### src/sv/efs_pkg.sv
// Package for the event flag scheduler: opcodes, status codes, and the
// controller/datapath command and status structs. No dependencies.
package efs_pkg;

    localparam logic [1:0] OP_SEND     = 2'd0;
    localparam logic [1:0] OP_CLEAR    = 2'd1;
    localparam logic [1:0] OP_TICK     = 2'd2;
    localparam logic [1:0] OP_DISPATCH = 2'd3;

    localparam logic [1:0] ST_OK      = 2'd0;
    localparam logic [1:0] ST_NOFLAGS = 2'd1;
    localparam logic [1:0] ST_BADTASK = 2'd2;
    localparam logic [1:0] ST_FULL    = 2'd3;

    // Commands from the controller to the datapath.
    typedef struct packed {
        logic load;       // capture the request and clear the walk results
        logic step;       // process the slot under the walk index
        logic finish;     // apply the request's final action and build the result
        logic out_take;   // result register has been taken downstream
    } efs_cmd_t;

    // Status from the datapath to the controller.
    typedef struct packed {
        logic walk_last;  // walk index is on the last slot
        logic out_valid;  // result register holds a result
    } efs_stat_t;

endpackage

### src/sv/efs_ram.sv
// Generic RAM with one write port and one registered read port, used for per-slot payload.
// No dependencies.
module efs_ram #(
    parameter int WIDTH = 32,
    parameter int DEPTH = 16
) (
    input  logic                     clk,
    input  logic                     we,
    input  logic [$clog2(DEPTH)-1:0] waddr,
    input  logic [WIDTH-1:0]         wdata,
    input  logic [$clog2(DEPTH)-1:0] raddr,
    output logic [WIDTH-1:0]         rdata
);

    logic [WIDTH-1:0] mem [DEPTH];

    // One write and one registered read a cycle.
    always_ff @(posedge clk)
    begin
        if (we)
        begin
            mem[waddr] <= wdata;
        end
        rdata <= mem[raddr];
    end

endmodule

### src/sv/efs_ctrl.sv
// Controller state machine of the event flag scheduler.
// Depends on efs_pkg for the command and status structs.
module efs_ctrl (
    input  logic               clk,
    input  logic               rst_n,
    input  logic               in_valid,
    output logic               in_stall,
    input  logic               out_stall,
    input  logic               walk_needed,
    output efs_pkg::efs_cmd_t  cmd,
    input  efs_pkg::efs_stat_t stat
);
    import efs_pkg::*;

    localparam logic [1:0] S_IDLE  = 2'd0;
    localparam logic [1:0] S_WALK  = 2'd2;
    localparam logic [1:0] S_DONE  = 2'd3;

    logic [1:0] state_reg, state_next;
    logic       accept;
    logic       room;

    // The result register frees up in the same cycle it is taken.
    assign room     = !stat.out_valid || !out_stall;
    assign in_stall = (state_reg != S_IDLE);
    assign accept   = in_valid && (state_reg == S_IDLE);

    always_comb
    begin
        state_next   = state_reg;
        cmd.load     = 1'b0;
        cmd.step     = 1'b0;
        cmd.finish   = 1'b0;
        cmd.out_take = stat.out_valid && !out_stall;
        case (state_reg)
            S_IDLE:
            begin
                if (accept)
                begin
                    // The load edge also reads slot 0, so the walk starts next cycle.
                    cmd.load   = 1'b1;
                    state_next = walk_needed ? S_WALK : S_DONE;
                end
            end
            S_WALK:
            begin
                cmd.step = 1'b1;
                if (stat.walk_last)
                begin
                    state_next = S_DONE;
                end
            end
            S_DONE:
            begin
                if (room)
                begin
                    cmd.finish = 1'b1;
                    state_next = S_IDLE;
                end
            end
            default:
            begin
                state_next = S_IDLE;
            end
        endcase
    end

    always_ff @(posedge clk or negedge rst_n)
    begin
        if (!rst_n)
        begin
            state_reg <= S_IDLE;
        end
        else
        begin
            state_reg <= state_next;
        end
    end

endmodule

### src/sv/efs_dp.sv
// Datapath of the event flag scheduler: pending flags, delay slot table,
// slot walk and result register. Depends on efs_pkg and efs_ram.
module efs_dp #(
    parameter int TASKS = 8,
    parameter int SLOTS = 16
) (
    input  logic               clk,
    input  logic               rst_n,
    input  logic               cfg_we,
    input  logic [3:0]         cfg_data,
    input  logic [1:0]         opcode,
    input  logic [3:0]         task_id,
    input  logic [31:0]        event_flags,
    input  logic [31:0]        delay_ticks,
    input  logic               periodic,
    output logic               walk_needed,
    input  efs_pkg::efs_cmd_t  cmd,
    output efs_pkg::efs_stat_t stat,
    output logic [1:0]         status,
    output logic               task_found,
    output logic [2:0]         ready_task,
    output logic [31:0]        ready_flags,
    output logic               idle
);
    import efs_pkg::*;

    localparam int SW = (SLOTS > 1) ? $clog2(SLOTS) : 1;
    localparam int TW = (TASKS > 1) ? $clog2(TASKS) : 1;
    // Slot payload word: task(4) | flags | countdown | reload.
    localparam int RW = 4 + 32 + 32 + 32;

    logic [3:0]        task_count_reg;
    logic [31:0]       pend_reg [TASKS];
    logic [SLOTS-1:0]  used_reg;

    logic [1:0]        op_reg;
    logic [3:0]        task_reg;
    logic [31:0]       flags_reg;
    logic [31:0]       delay_reg;
    logic              per_reg;
    logic [1:0]        chk_reg;

    logic [SW-1:0]     idx_reg;
    logic              match_hit_reg, free_hit_reg;
    logic [SW-1:0]     match_idx_reg, free_idx_reg;
    logic [31:0]       post_reg [TASKS];

    logic              ov_reg;
    logic [1:0]        st_reg;
    logic              found_reg;
    logic [2:0]        rtask_reg;
    logic [31:0]       rflags_reg;
    logic              idle_reg;

    logic              ram_we;
    logic [SW-1:0]     ram_waddr, ram_raddr;
    logic [RW-1:0]     ram_wdata, ram_rdata;

    logic [4:0]        live;
    logic [1:0]        chk;
    logic [3:0]        rd_task;
    logic [31:0]       rd_flags, rd_cnt, rd_rel, cnt_dec;
    logic              cur_used;
    logic              walk_clear;
    logic              fin_write;
    logic [SW-1:0]     fin_addr;
    logic [RW-1:0]     fin_data;
    logic              disp_hit;
    logic [TW-1:0]     disp_idx;

    // Argument check: zero flags first, then task range.
    assign live = ({1'b0, task_count_reg} < 5'(TASKS)) ? {1'b0, task_count_reg} : 5'(TASKS);
    always_comb
    begin
        if (event_flags == 32'd0)
            chk = ST_NOFLAGS;
        else if ({1'b0, task_id} >= live)
            chk = ST_BADTASK;
        else
            chk = ST_OK;
    end

    // Only tick, delayed send and clear walk the slot table.
    assign walk_needed = (opcode == OP_TICK) ||
                         ((opcode == OP_CLEAR) && (chk == ST_OK)) ||
                         ((opcode == OP_SEND) && (chk == ST_OK) && (delay_ticks != 32'd0));

    assign stat.walk_last = (idx_reg == SW'(SLOTS - 1));
    assign stat.out_valid = ov_reg;

    assign rd_task  = ram_rdata[RW-1 -: 4];
    assign rd_flags = ram_rdata[95:64];
    assign rd_cnt   = ram_rdata[63:32];
    assign rd_rel   = ram_rdata[31:0];
    assign cnt_dec  = rd_cnt - 32'd1;
    assign cur_used = used_reg[idx_reg];
    assign walk_clear = cmd.step && (op_reg == OP_TICK) && cur_used &&
                        (cnt_dec == 32'd0) && (rd_rel == 32'd0);

    // Lowest-numbered task with pending flags among the live tasks.
    always_comb
    begin
        disp_hit = 1'b0;
        disp_idx = '0;
        for (int t = TASKS - 1; t >= 0; t--)
        begin
            if ((pend_reg[t] != 32'd0) && (5'(t) < live))
            begin
                disp_hit = 1'b1;
                disp_idx = TW'(t);
            end
        end
    end

    // Final RAM write of a delayed send: refresh countdown or claim a slot.
    always_comb
    begin
        fin_write = 1'b0;
        fin_addr  = free_idx_reg;
        fin_data  = {task_reg, flags_reg, delay_reg, per_reg ? delay_reg : 32'd0};
        if (cmd.finish && (op_reg == OP_SEND) && (chk_reg == ST_OK) &&
            (delay_reg != 32'd0))
        begin
            if (match_hit_reg)
            begin
                // Refresh keeps task, flags and reload of the first send.
                fin_write = 1'b1;
                fin_addr  = match_idx_reg;
                fin_data  = {task_reg, flags_reg, delay_reg, ram_rdata[31:0]};
            end
            else if (free_hit_reg)
            begin
                fin_write = 1'b1;
            end
        end
    end

    // RAM port: walk reads ahead, tick writes back, send writes at finish.
    // Outside the walk the read port stays on the matched slot, so its reload
    // survives while the result waits for room.
    always_comb
    begin
        ram_we    = 1'b0;
        ram_waddr = idx_reg;
        ram_wdata = {rd_task, rd_flags, cnt_dec, rd_rel};
        ram_raddr = cmd.load ? '0 : cmd.step ? SW'(idx_reg + SW'(1)) : match_idx_reg;
        if (cmd.step && (op_reg == OP_TICK) && cur_used)
        begin
            ram_we = 1'b1;
            if ((cnt_dec == 32'd0) && (rd_rel != 32'd0))
                ram_wdata = {rd_task, rd_flags, rd_rel, rd_rel};
        end
        if (cmd.step && stat.walk_last)
        begin
            // Hold the matched slot on the read port for a refresh.
            ram_raddr = match_idx_reg;
            if ((op_reg == OP_SEND) && !match_hit_reg && cur_used &&
                (rd_task == task_reg) && (rd_flags == flags_reg))
                ram_raddr = idx_reg;
        end
        if (fin_write)
        begin
            ram_we    = 1'b1;
            ram_waddr = fin_addr;
            ram_wdata = fin_data;
        end
    end

    efs_ram #(.WIDTH(RW), .DEPTH(SLOTS)) u_slot_ram (
        .clk   (clk),
        .we    (ram_we),
        .waddr (ram_waddr),
        .wdata (ram_wdata),
        .raddr (ram_raddr),
        .rdata (ram_rdata)
    );

    // Request capture and slot walk bookkeeping.
    always_ff @(posedge clk)
    begin
        if (cmd.load)
        begin
            op_reg        <= opcode;
            task_reg      <= task_id;
            flags_reg     <= event_flags;
            delay_reg     <= delay_ticks;
            per_reg       <= periodic;
            chk_reg       <= chk;
            match_hit_reg <= 1'b0;
            free_hit_reg  <= 1'b0;
            match_idx_reg <= '0;
            free_idx_reg  <= '0;
            for (int t = 0; t < TASKS; t++)
                post_reg[t] <= 32'd0;
        end
        else if (cmd.step)
        begin
            if (cur_used && !match_hit_reg && (rd_task == task_reg) &&
                (rd_flags == flags_reg))
            begin
                match_hit_reg <= 1'b1;
                match_idx_reg <= idx_reg;
            end
            if (!cur_used && !free_hit_reg)
            begin
                free_hit_reg <= 1'b1;
                free_idx_reg <= idx_reg;
            end
            if ((op_reg == OP_TICK) && cur_used && (cnt_dec == 32'd0))
            begin
                for (int t = 0; t < TASKS; t++)
                    if (rd_task == 4'(t))
                        post_reg[t] <= post_reg[t] | rd_flags;
            end
        end
    end

    // Control state: register, pending flags, slot valid bits, walk index, result.
    always_ff @(posedge clk or negedge rst_n)
    begin
        if (!rst_n)
        begin
            task_count_reg <= 4'd0;
            used_reg       <= '0;
            idx_reg        <= '0;
            ov_reg         <= 1'b0;
            st_reg         <= ST_OK;
            found_reg      <= 1'b0;
            rtask_reg      <= 3'd0;
            rflags_reg     <= 32'd0;
            idle_reg       <= 1'b0;
            for (int t = 0; t < TASKS; t++)
                pend_reg[t] <= 32'd0;
        end
        else
        begin
            if (cfg_we)
                task_count_reg <= cfg_data;
            if (cmd.load)
                idx_reg <= '0;
            else if (cmd.step)
                idx_reg <= SW'(idx_reg + SW'(1));
            if (walk_clear)
                used_reg[idx_reg] <= 1'b0;
            if (cmd.out_take)
                ov_reg <= 1'b0;
            if (cmd.finish)
            begin
                ov_reg     <= 1'b1;
                st_reg     <= chk_reg;
                found_reg  <= 1'b0;
                rtask_reg  <= 3'd0;
                rflags_reg <= 32'd0;
                idle_reg   <= 1'b0;
                case (op_reg)
                    OP_SEND:
                    begin
                        if (chk_reg == ST_OK)
                        begin
                            if (delay_reg == 32'd0)
                            begin
                                for (int t = 0; t < TASKS; t++)
                                    if (task_reg == 4'(t))
                                        pend_reg[t] <= pend_reg[t] | flags_reg;
                            end
                            else if (!match_hit_reg && !free_hit_reg)
                                st_reg <= ST_FULL;
                            else if (!match_hit_reg)
                                used_reg[free_idx_reg] <= 1'b1;
                        end
                    end
                    OP_CLEAR:
                    begin
                        if (chk_reg == ST_OK)
                        begin
                            for (int t = 0; t < TASKS; t++)
                                if (task_reg == 4'(t))
                                    pend_reg[t] <= pend_reg[t] & ~flags_reg;
                            if (match_hit_reg)
                                used_reg[match_idx_reg] <= 1'b0;
                        end
                    end
                    OP_TICK:
                    begin
                        st_reg <= ST_OK;
                        for (int t = 0; t < TASKS; t++)
                            pend_reg[t] <= pend_reg[t] | post_reg[t];
                    end
                    default:
                    begin
                        st_reg <= ST_OK;
                        if (disp_hit)
                        begin
                            found_reg  <= 1'b1;
                            rtask_reg  <= 3'(disp_idx);
                            rflags_reg <= pend_reg[disp_idx];
                            pend_reg[disp_idx] <= 32'd0;
                        end
                        else
                        begin
                            idle_reg <= (used_reg == '0);
                        end
                    end
                endcase
            end
        end
    end

    assign status      = st_reg;
    assign task_found  = found_reg;
    assign ready_task  = rtask_reg;
    assign ready_flags = rflags_reg;
    assign idle        = idle_reg;

endmodule

### src/sv/event_flag_scheduler.sv
// Event flag scheduler top level: controller plus datapath.
// Dispatch, rejected and immediate requests go from the load straight to the done
// state; tick, delayed send and clear first walk the slot RAM one slot a cycle.
// One request at a time: the next request enters when the result is registered,
// and a stalled earlier result holds a request in the done state.
// Reset clears task_count, pending flags and slot valid bits.
module event_flag_scheduler #(
    parameter int TASKS = 8,
    parameter int SLOTS = 16
) (
    input  logic        clk,
    input  logic        rst_n,
    input  logic        cfg_we,
    input  logic [3:0]  cfg_data,
    input  logic        in_valid,
    output logic        in_stall,
    input  logic [1:0]  opcode,
    input  logic [3:0]  task_id,
    input  logic [31:0] event_flags,
    input  logic [31:0] delay_ticks,
    input  logic        periodic,
    output logic        out_valid,
    input  logic        out_stall,
    output logic [1:0]  status,
    output logic        task_found,
    output logic [2:0]  ready_task,
    output logic [31:0] ready_flags,
    output logic        idle
);
    import efs_pkg::*;

    efs_cmd_t  cmd;
    efs_stat_t stat;
    logic      walk_needed;

    efs_ctrl u_ctrl (
        .clk         (clk),
        .rst_n       (rst_n),
        .in_valid    (in_valid),
        .in_stall    (in_stall),
        .out_stall   (out_stall),
        .walk_needed (walk_needed),
        .cmd         (cmd),
        .stat        (stat)
    );

    efs_dp #(.TASKS(TASKS), .SLOTS(SLOTS)) u_dp (
        .clk         (clk),
        .rst_n       (rst_n),
        .cfg_we      (cfg_we),
        .cfg_data    (cfg_data),
        .opcode      (opcode),
        .task_id     (task_id),
        .event_flags (event_flags),
        .delay_ticks (delay_ticks),
        .periodic    (periodic),
        .walk_needed (walk_needed),
        .cmd         (cmd),
        .stat        (stat),
        .status      (status),
        .task_found  (task_found),
        .ready_task  (ready_task),
        .ready_flags (ready_flags),
        .idle        (idle)
    );

    assign out_valid = stat.out_valid;

endmodule

### config.mk
export PLATFORM = sky130hd
export DESIGN_NAME = event_flag_scheduler
export DESIGN_NICKNAME = d
export VERILOG_FILES = /design/src/sv/efs_pkg.sv /design/src/sv/efs_ram.sv /design/src/sv/efs_ctrl.sv /design/src/sv/efs_dp.sv /design/src/sv/event_flag_scheduler.sv
export SDC_FILE = /design/constraint.sdc
export NUM_CORES = 2
export LEC_CHECK = 0
export BUFFER_PORTS_ARGS = -buffer_cell sky130_fd_sc_hd__buf_2
export CORE_MARGIN = 10
export CORE_UTILIZATION = 55
export CTS_BUF_LIST = sky130_fd_sc_hd__clkbuf_4
export CTS_CLUSTER_SIZE = 12
export DETAILED_ROUTE_END_ITERATION = 16
export GPL_ROUTABILITY_DRIVEN = 0
export PLACE_DENSITY = 0.71
export SYNTH_ARGS = -nofsm -noshare
export SYNTH_HDL_FRONTEND = slang
export SYNTH_SLANG_ARGS = --single-unit
### constraint.sdc
create_clock -name clk -period 13 [get_ports clk]
set_input_delay 0.65 -clock clk [delete_from_list [all_inputs] [get_ports clk]]
set_output_delay 0.65 -clock clk [all_outputs]
set_load 0.05 [all_outputs]
# Word level (Yosys, flattened, before mapping)
# Memories as Yosys holds them, arrays and structs flattened. A register that Yosys moved wholly into a read port is not among the register bits.
# Cells that the tools add are included.
# classes
addsub	2
order_cmp	18
n_eq_ne	45
mux	158
bitwise_logic	49
n_reduce_logical	84
# ops
operator	n
$mux 256	4
$mux 32	32
$or 32x32->32	24
$pmux 256 s3	1
$reduce_bool 32->1	11
$and 256x256->256	1
$and 32x32->32	8
$not 256->256	1
$logic_not 32->1	4
$mux 16	8
$mux 64	2
$mux 100	1
$bmux 32 s3	1
$demux 32 s3	1
$mux 1	73
$reduce_and 7->1	8
$mux 4	10
$logic_and 1x1->1	37
$and 16x16->16	2
$eq 32x32->1	1
$eq 4x3->1 const B	8
$not 16->16	2
$not 32->32	1
$pmux 16 s2	1
other kinds (38)	114
# totals
register_bits	405
mem_bits_rw	1856
input_bits	80
output_inout_bits	41
elab_cells	386
mem_count	2
# memory_table
memory	depth	width	read_ports	rd_clocked_by_memory_dff	wr	line_no	text
u_dp.u_slot_ram.mem	16	100	1	1	1	efs_ram.sv:15	logic [WIDTH-1:0] mem [DEPTH];
u_dp.post_reg	8	32	8	0	8	efs_dp.sv:46	logic [31:0] post_reg [TASKS];

# Depth between registers and ports, before layout
# logic_depth
ltp_word	21
depth_mapped	15
ltp_nobuf	11

# Cells and area by module
# Synthesis repeated with hierarchy kept, for this count alone.
# hier_totals
hier_cells	6315
area_unflattened_um2	96219.8
# modules_own_cells
mod	instances	cells_each	area_per_inst_um2	seq_area_each_um2
efs_ram	1	2560	61778.0	50048.0
efs_dp	1	3739	34296.6	18087.3
efs_ctrl	1	16	145.1	50.0

# Least setup slack after synthesis
# Ideal clock, no wire load.
# synth_path
kind	register to register
startpoint	register u_dp.ov_reg
endpoint	memory u_dp.u_slot_ram.mem[13][0] (netlist bit) (enable)
setup_time_ps	560
arrival_time_ps	6628
t_required_ps	12440
setup_slack_ps	5812
stages_incl_launch_ff	10
n_path_buf	2
synth_period_minus_slack_ps	7188
path_cell_list	dfrtp_1 nand2_1 nand3_1 or4_1 clkbuf_1 or2_2 clkbuf_1 o21ai_0 nand2_1 nor2_1
# synth_between
elab_chain_cells	11
elab_cells_between_ends	13
classes_between	mux: 8; reduce/logical: 5
# synth_lines
element	line_no	text
start, declared	efs_dp.sv:48	logic ov_reg;
start signal, assigned	efs_dp.sv:226	ov_reg <= 1'b0;
start signal, assigned	efs_dp.sv:246	ov_reg <= 1'b0;
start signal, assigned	efs_dp.sv:249	ov_reg <= 1'b1;
$logic_not 1->1 (*)	efs_ctrl.sv:24	assign room = !stat.out_valid || !out_stall;
$logic_or 1x1->1 (*)	efs_ctrl.sv:24	
$mux 1 (*)	efs_ctrl.sv:55	if (room)
$mux 1 (*)	efs_ctrl.sv:35	case (state_reg)
$logic_and 1x1->1 (*) (3 in a row)	efs_dp.sv:121	if (cmd.finish && (op_reg == OP_SEND) && (chk_reg == ST_OK) &&
$mux 1	efs_dp.sv:121	
$mux 1	efs_dp.sv:161	if (fin_write)
$mux 1	efs_ram.sv:20	if (we)
$mux 1 (implied by the code)	efs_ram.sv:22	mem[waddr] <= wdata;
end, declared	efs_ram.sv:15	
# Every way passes the cells marked *; elsewhere a longest branch is shown, timed or not.

# Worst setup path in the final report
# layout_path
startpoint	register u_dp.u_slot_ram.rdata[72], read port of u_dp.u_slot_ram.mem
endpoint	register u_dp.u_slot_ram.rdata[4], read port of u_dp.u_slot_ram.mem
# layout_between
elab_chain_cells	4
# layout_lines
element	line_no	text
start, declared	efs_ram.sv:12	output logic [WIDTH-1:0] rdata
$eq 32x32->1	efs_dp.sv:158	(rd_task == task_reg) && (rd_flags == flags_reg))
$logic_and 1x1->1	efs_dp.sv:158	
$mux 4	efs_dp.sv:157	if ((op_reg == OP_SEND) && !match_hit_reg && cur_used &&
$mux 4	efs_dp.sv:153	if (cmd.step && stat.walk_last)
# Every way passes these cells.
# A chain may end at the register's enable or synchronous reset.

==> metrics.md <==
| Metric | Value |
|---|---|
| Status | completed |
| Leakage | 41.35 nW |
| Max_cap viols | 0 |
| Post-CTS Setup Inserts | 0 |
| First-pass DRT Iterations | 9 |
| Kind of critical path | reg -> reg |
| Hold crit path type | in -> reg |
| Pin count of the biggest net entering global routing | 147 |
| Fillers | about 13,000 |
| P&R area growth vs syn | 13.52% |
| I/O pin cnt | 121 |
| Sequential Area | 68,190 um^2 |
| Clock share of power | 22.9% |
| Final instance area | approximately 110,000 um^2 |
| Slew Limit Fails | 0 |
| Biggest area consumer among synthesized cells | edfxtp_1 |
| HPWL after DPL | roughly 170,000 um |
| IO buf count | 120 |
| GRT Util Overall | 29.35% |
| Die X | 439.3 um |
| Congestion Overflow GR | 0 |
| Startpoint Class | flop |
| CTS root buf | clkbuf_4 |
| Rows | 153 |
| Vias | 67,120 |
| Warnings, synthesis | 0 |
| Antenna-violating nets left | 0 |
| Clock latency on the worst-skew pair | 1.39 ns |
| Footprint of the multi-input gates | 27,050 um^2 |
| Clk buf depth | 4 |
| Vias in the first global route | between 60,000 and 70,000 |
| CTS resizes | 0 |
| Crit path largest cell delay | 0.97 ns |
| Clk pin slew, worst setup/hold paths | 0.06 ns |
| Ys async rst share | 13.64% |
| Synth Net Count | 7,153 |
| H-tree levels | 6 |
| Cells after synthesis | a little over 7,000 |
| Final Hold Fails | 0 |
| Worst-path fanout max | 146 |
| Antenna violations before repair | 9 |
| Share of cells above drive strength 1 | 16.84% |
| Share of the synthesized area in the top cell type | 59.89% |
| Die area | 193,000 um^2 |
| CTS tree | done |
| Synth area leaders | edfxtp_1, mux2i_1, dfrtp_1, a21oi_1, o22ai_1 |
| CP max-delay cell | nor4_1 |
| Yosys reg bits | 2,361 |
| Drt wl/cell | 27.94 um |
| CP endpoint kind | flop |
| Setup tns final | 0 ns |
| Net Sw Power | 11.20 mW |
| Arr. time, crit path | 8.21 ns |
| Placed Area | ~100,000 um^2 |
| Register share of total power | between 30 and 40% |
| Clock sink count | between 2,000 and 2,500 |
| Global-route wire length before repair | 426,100 um |
| Core region area | roughly 170,000 um^2 |
| Fin util | 62.96% |
| Max reg flops | 1,600 |
| Setup violations, final | 0 |
| Syn avg cell area | 13.70 um^2 |
| Final clock skew | 0.1007 ns |
| Least-Margin Pin Slew | 1.363 ns |
| Tmin final | around 7 ns |
| Detailed-route DRC error count | 0 |
| Final Net Count | 7,733 |
| Net Sw Frac | 38.56% |
| Synth cell types | 78 |
| Die span in y | 439.3 um |
| TritonCTS Buffers | slightly above 600 |
| Worst vdd ir | 0.6095 mV |
| Sequential share of the synthesized area | 70.50% |
| Via-to-Cell Ratio | 6.416 |
| WL final | 292,300 um |
| P per Cell Area | 264.5 nW/um^2 |
| # hold bufs at CTS | 152 |
| WP data required | 14.19 ns |
| Cell area after synthesis | 96,720 um^2 |
| P_int | 17.84 mW |
| Fmax | around 140 MHz |
| DRC violation total after the first TritonRoute iteration | 8,892 |
| Ys flop type | edfxtp_1 |
| Fin crit share | a little over half |
| RSZ-0062 raised after global routing | false |
| Max transition margin | under 10% |
| CP Cell Sequence | xor2_1 -> nor4_1 -> nand3_1 -> nor4_1 -> buf_4 -> mux2i_4 -> buf_12 -> buf_4 -> mux2i_1 -> o22ai_1 -> or4_1 |
| Number of synthesized flops with an enable pin | just under 2,000 |
| Combinational cell fraction of total power | 39.2% |
| Initial Util | 55.46% |
## cells by family after synthesis
family / Yosys count / share of synthesized area, %
AO/OA/AOI/OAI: 1664 / 10.14
XOR/XNOR: 57 / 0.5162
AND/OR/NAND/NOR: 1610 / 7.751
flip-flops: 2361 / 70.50
multiplexers: 864 / 8.987
adder cells (fa/ha/maj): 14 / 0.1811
buffers and inverters: 489 / 1.924
## power by group through the flow
stage                     registers [mW]  clock network [mW]  logic, mW
final                               11.0                6.64       11.4
after global routing                11.1                7.14       12.0
after CTS                           11.0                6.73       11.2
after detailed placement            11.1                   0       11.1
after global placement              11.1                   0       10.9
after floorplan                     10.7                   0       7.97
## worst max-delay path: cells and delay by family, from the launching register on
| family | cells | cell delay (ns) |
|---|---|---|
| AO/OA/AOI/OAI | 1 | 0.14 |
| XOR/XNOR | 1 | 0.45 |
| buffers and inverters | 3 | 1.82 |
| flip-flops | 1 | 0.78 |
| multiplexers | 2 | 1.14 |
| AND/OR/NAND/NOR | 4 | 2.05 |
## metal layers
layer | up-vias | wire length, um | global-route usage [%]
li1 | 28600 | - | -
met1 | 33020 | 109500 | 38.60
met2 | 4599 | 134700 | 45.59
met3 | 899 | 32360 | 6.934
met4 | 8 | 15510 | 15.25
met5 | - | 161 | 0
## through the flow
stage,hold WS (ns),std cells,power (mW),setup WS (ns)
finish,0.2019,10460,29.04,5.978
global route,0.06121,10460,30.17,6.047
CTS,0.003423,10450,28.86,6.203
detailed placement,0.4739,9197,22.21,6.215
global placement,0.4630,9197,21.95,6.252
floorplan,0.3544,7059,18.65,5.812
## worst paths after layout
path,slack [ns],endpoint,startpoint,depth (start not counted)
worst max-delay path,5.98,u_dp.u_slot_ram.rdata[4],u_dp.u_slot_ram.rdata[72],11
worst min-delay path,0.20,u_dp.flags_reg[6],event_flags[6],2
worst max register to register,5.98,u_dp.u_slot_ram.rdata[4],u_dp.u_slot_ram.rdata[72],11
worst min register to register,0.48,u_dp.task_found,u_dp.task_found,2
max in group asynchronous,11.55,u_dp.pend_reg[205],rst_n,4
min in group asynchronous,0.57,u_dp.pend_reg[128],rst_n,4
## cell type report
class	count	share of cell area [%]
Clock inverter	131	0.7669
Inverter	26	0.09345
Tap cell	2325	2.650
Multi-Input combinational cell	4209	24.64
Antenna cell	12	0.02735
Sequential cell	2361	62.10
Timing Repair Buffer	428	3.093
Clock buffer	970	6.632
## layout by cell type, fill, tap and decap left out, types with 13 or more instances in the layout
cell           Yosys  layout
ha_1              14      13
dfxtp_1          110     110
o31ai_1           17      17
inv_1             24      24
inv_2              1      15
buf_2              8     119
buf_4              0     150
or2_2             14      13
nor4_1           124     122
nand4_1           36      36
nor3_1            27      26
clkinv_1           1      97
xor2_1            43      43
o21ai_0          187     184
xnor2_1           14      14
a211oi_1          22      21
nand2_1          623     619
mux2i_1          856     855
a22o_1            44      44
dfrtp_1          322     322
nand3_1           40      39
nand2b_1         107     106
a21oi_1          715     708
clkbuf_4           0     970
nor2_1           461     439
edfxtp_1        1929    1929
dlygate4sd3_1      0     151
bufinv_16          0      13
or4_1            114     114
o21a_1           103     103
nor2_4             0      18
o22ai_1          428     428
a31oi_1           29      29
## cells in the mapped netlist, drive strengths merged (8+ instances only)
| library cell | count |
|---|---|
| a22oi | 12 |
| o221ai | 9 |
| xnor2 | 14 |
| nor2b | 9 |
| edfxtp | 1929 |
| mux2i | 856 |
| a211oi | 22 |
| o21a | 103 |
| nand2b | 107 |
| dfxtp | 110 |
| or2 | 16 |
| nor2 | 461 |
| nor3 | 27 |
| o21ai | 200 |
| or4 | 114 |
| clkbuf | 374 |
| buf | 89 |
| nand3 | 40 |
| o22ai | 428 |
| a21boi | 9 |
| o31a | 8 |
| a32o | 8 |
| dfrtp | 322 |
| nand2 | 623 |
| nand4 | 36 |
| inv | 25 |
| xor2 | 43 |
| nor4 | 125 |
| a31oi | 29 |
| ha | 14 |
| a21oi | 715 |
| o31ai | 17 |
| a22o | 44 |
Power figures use the tool's default switching activity.
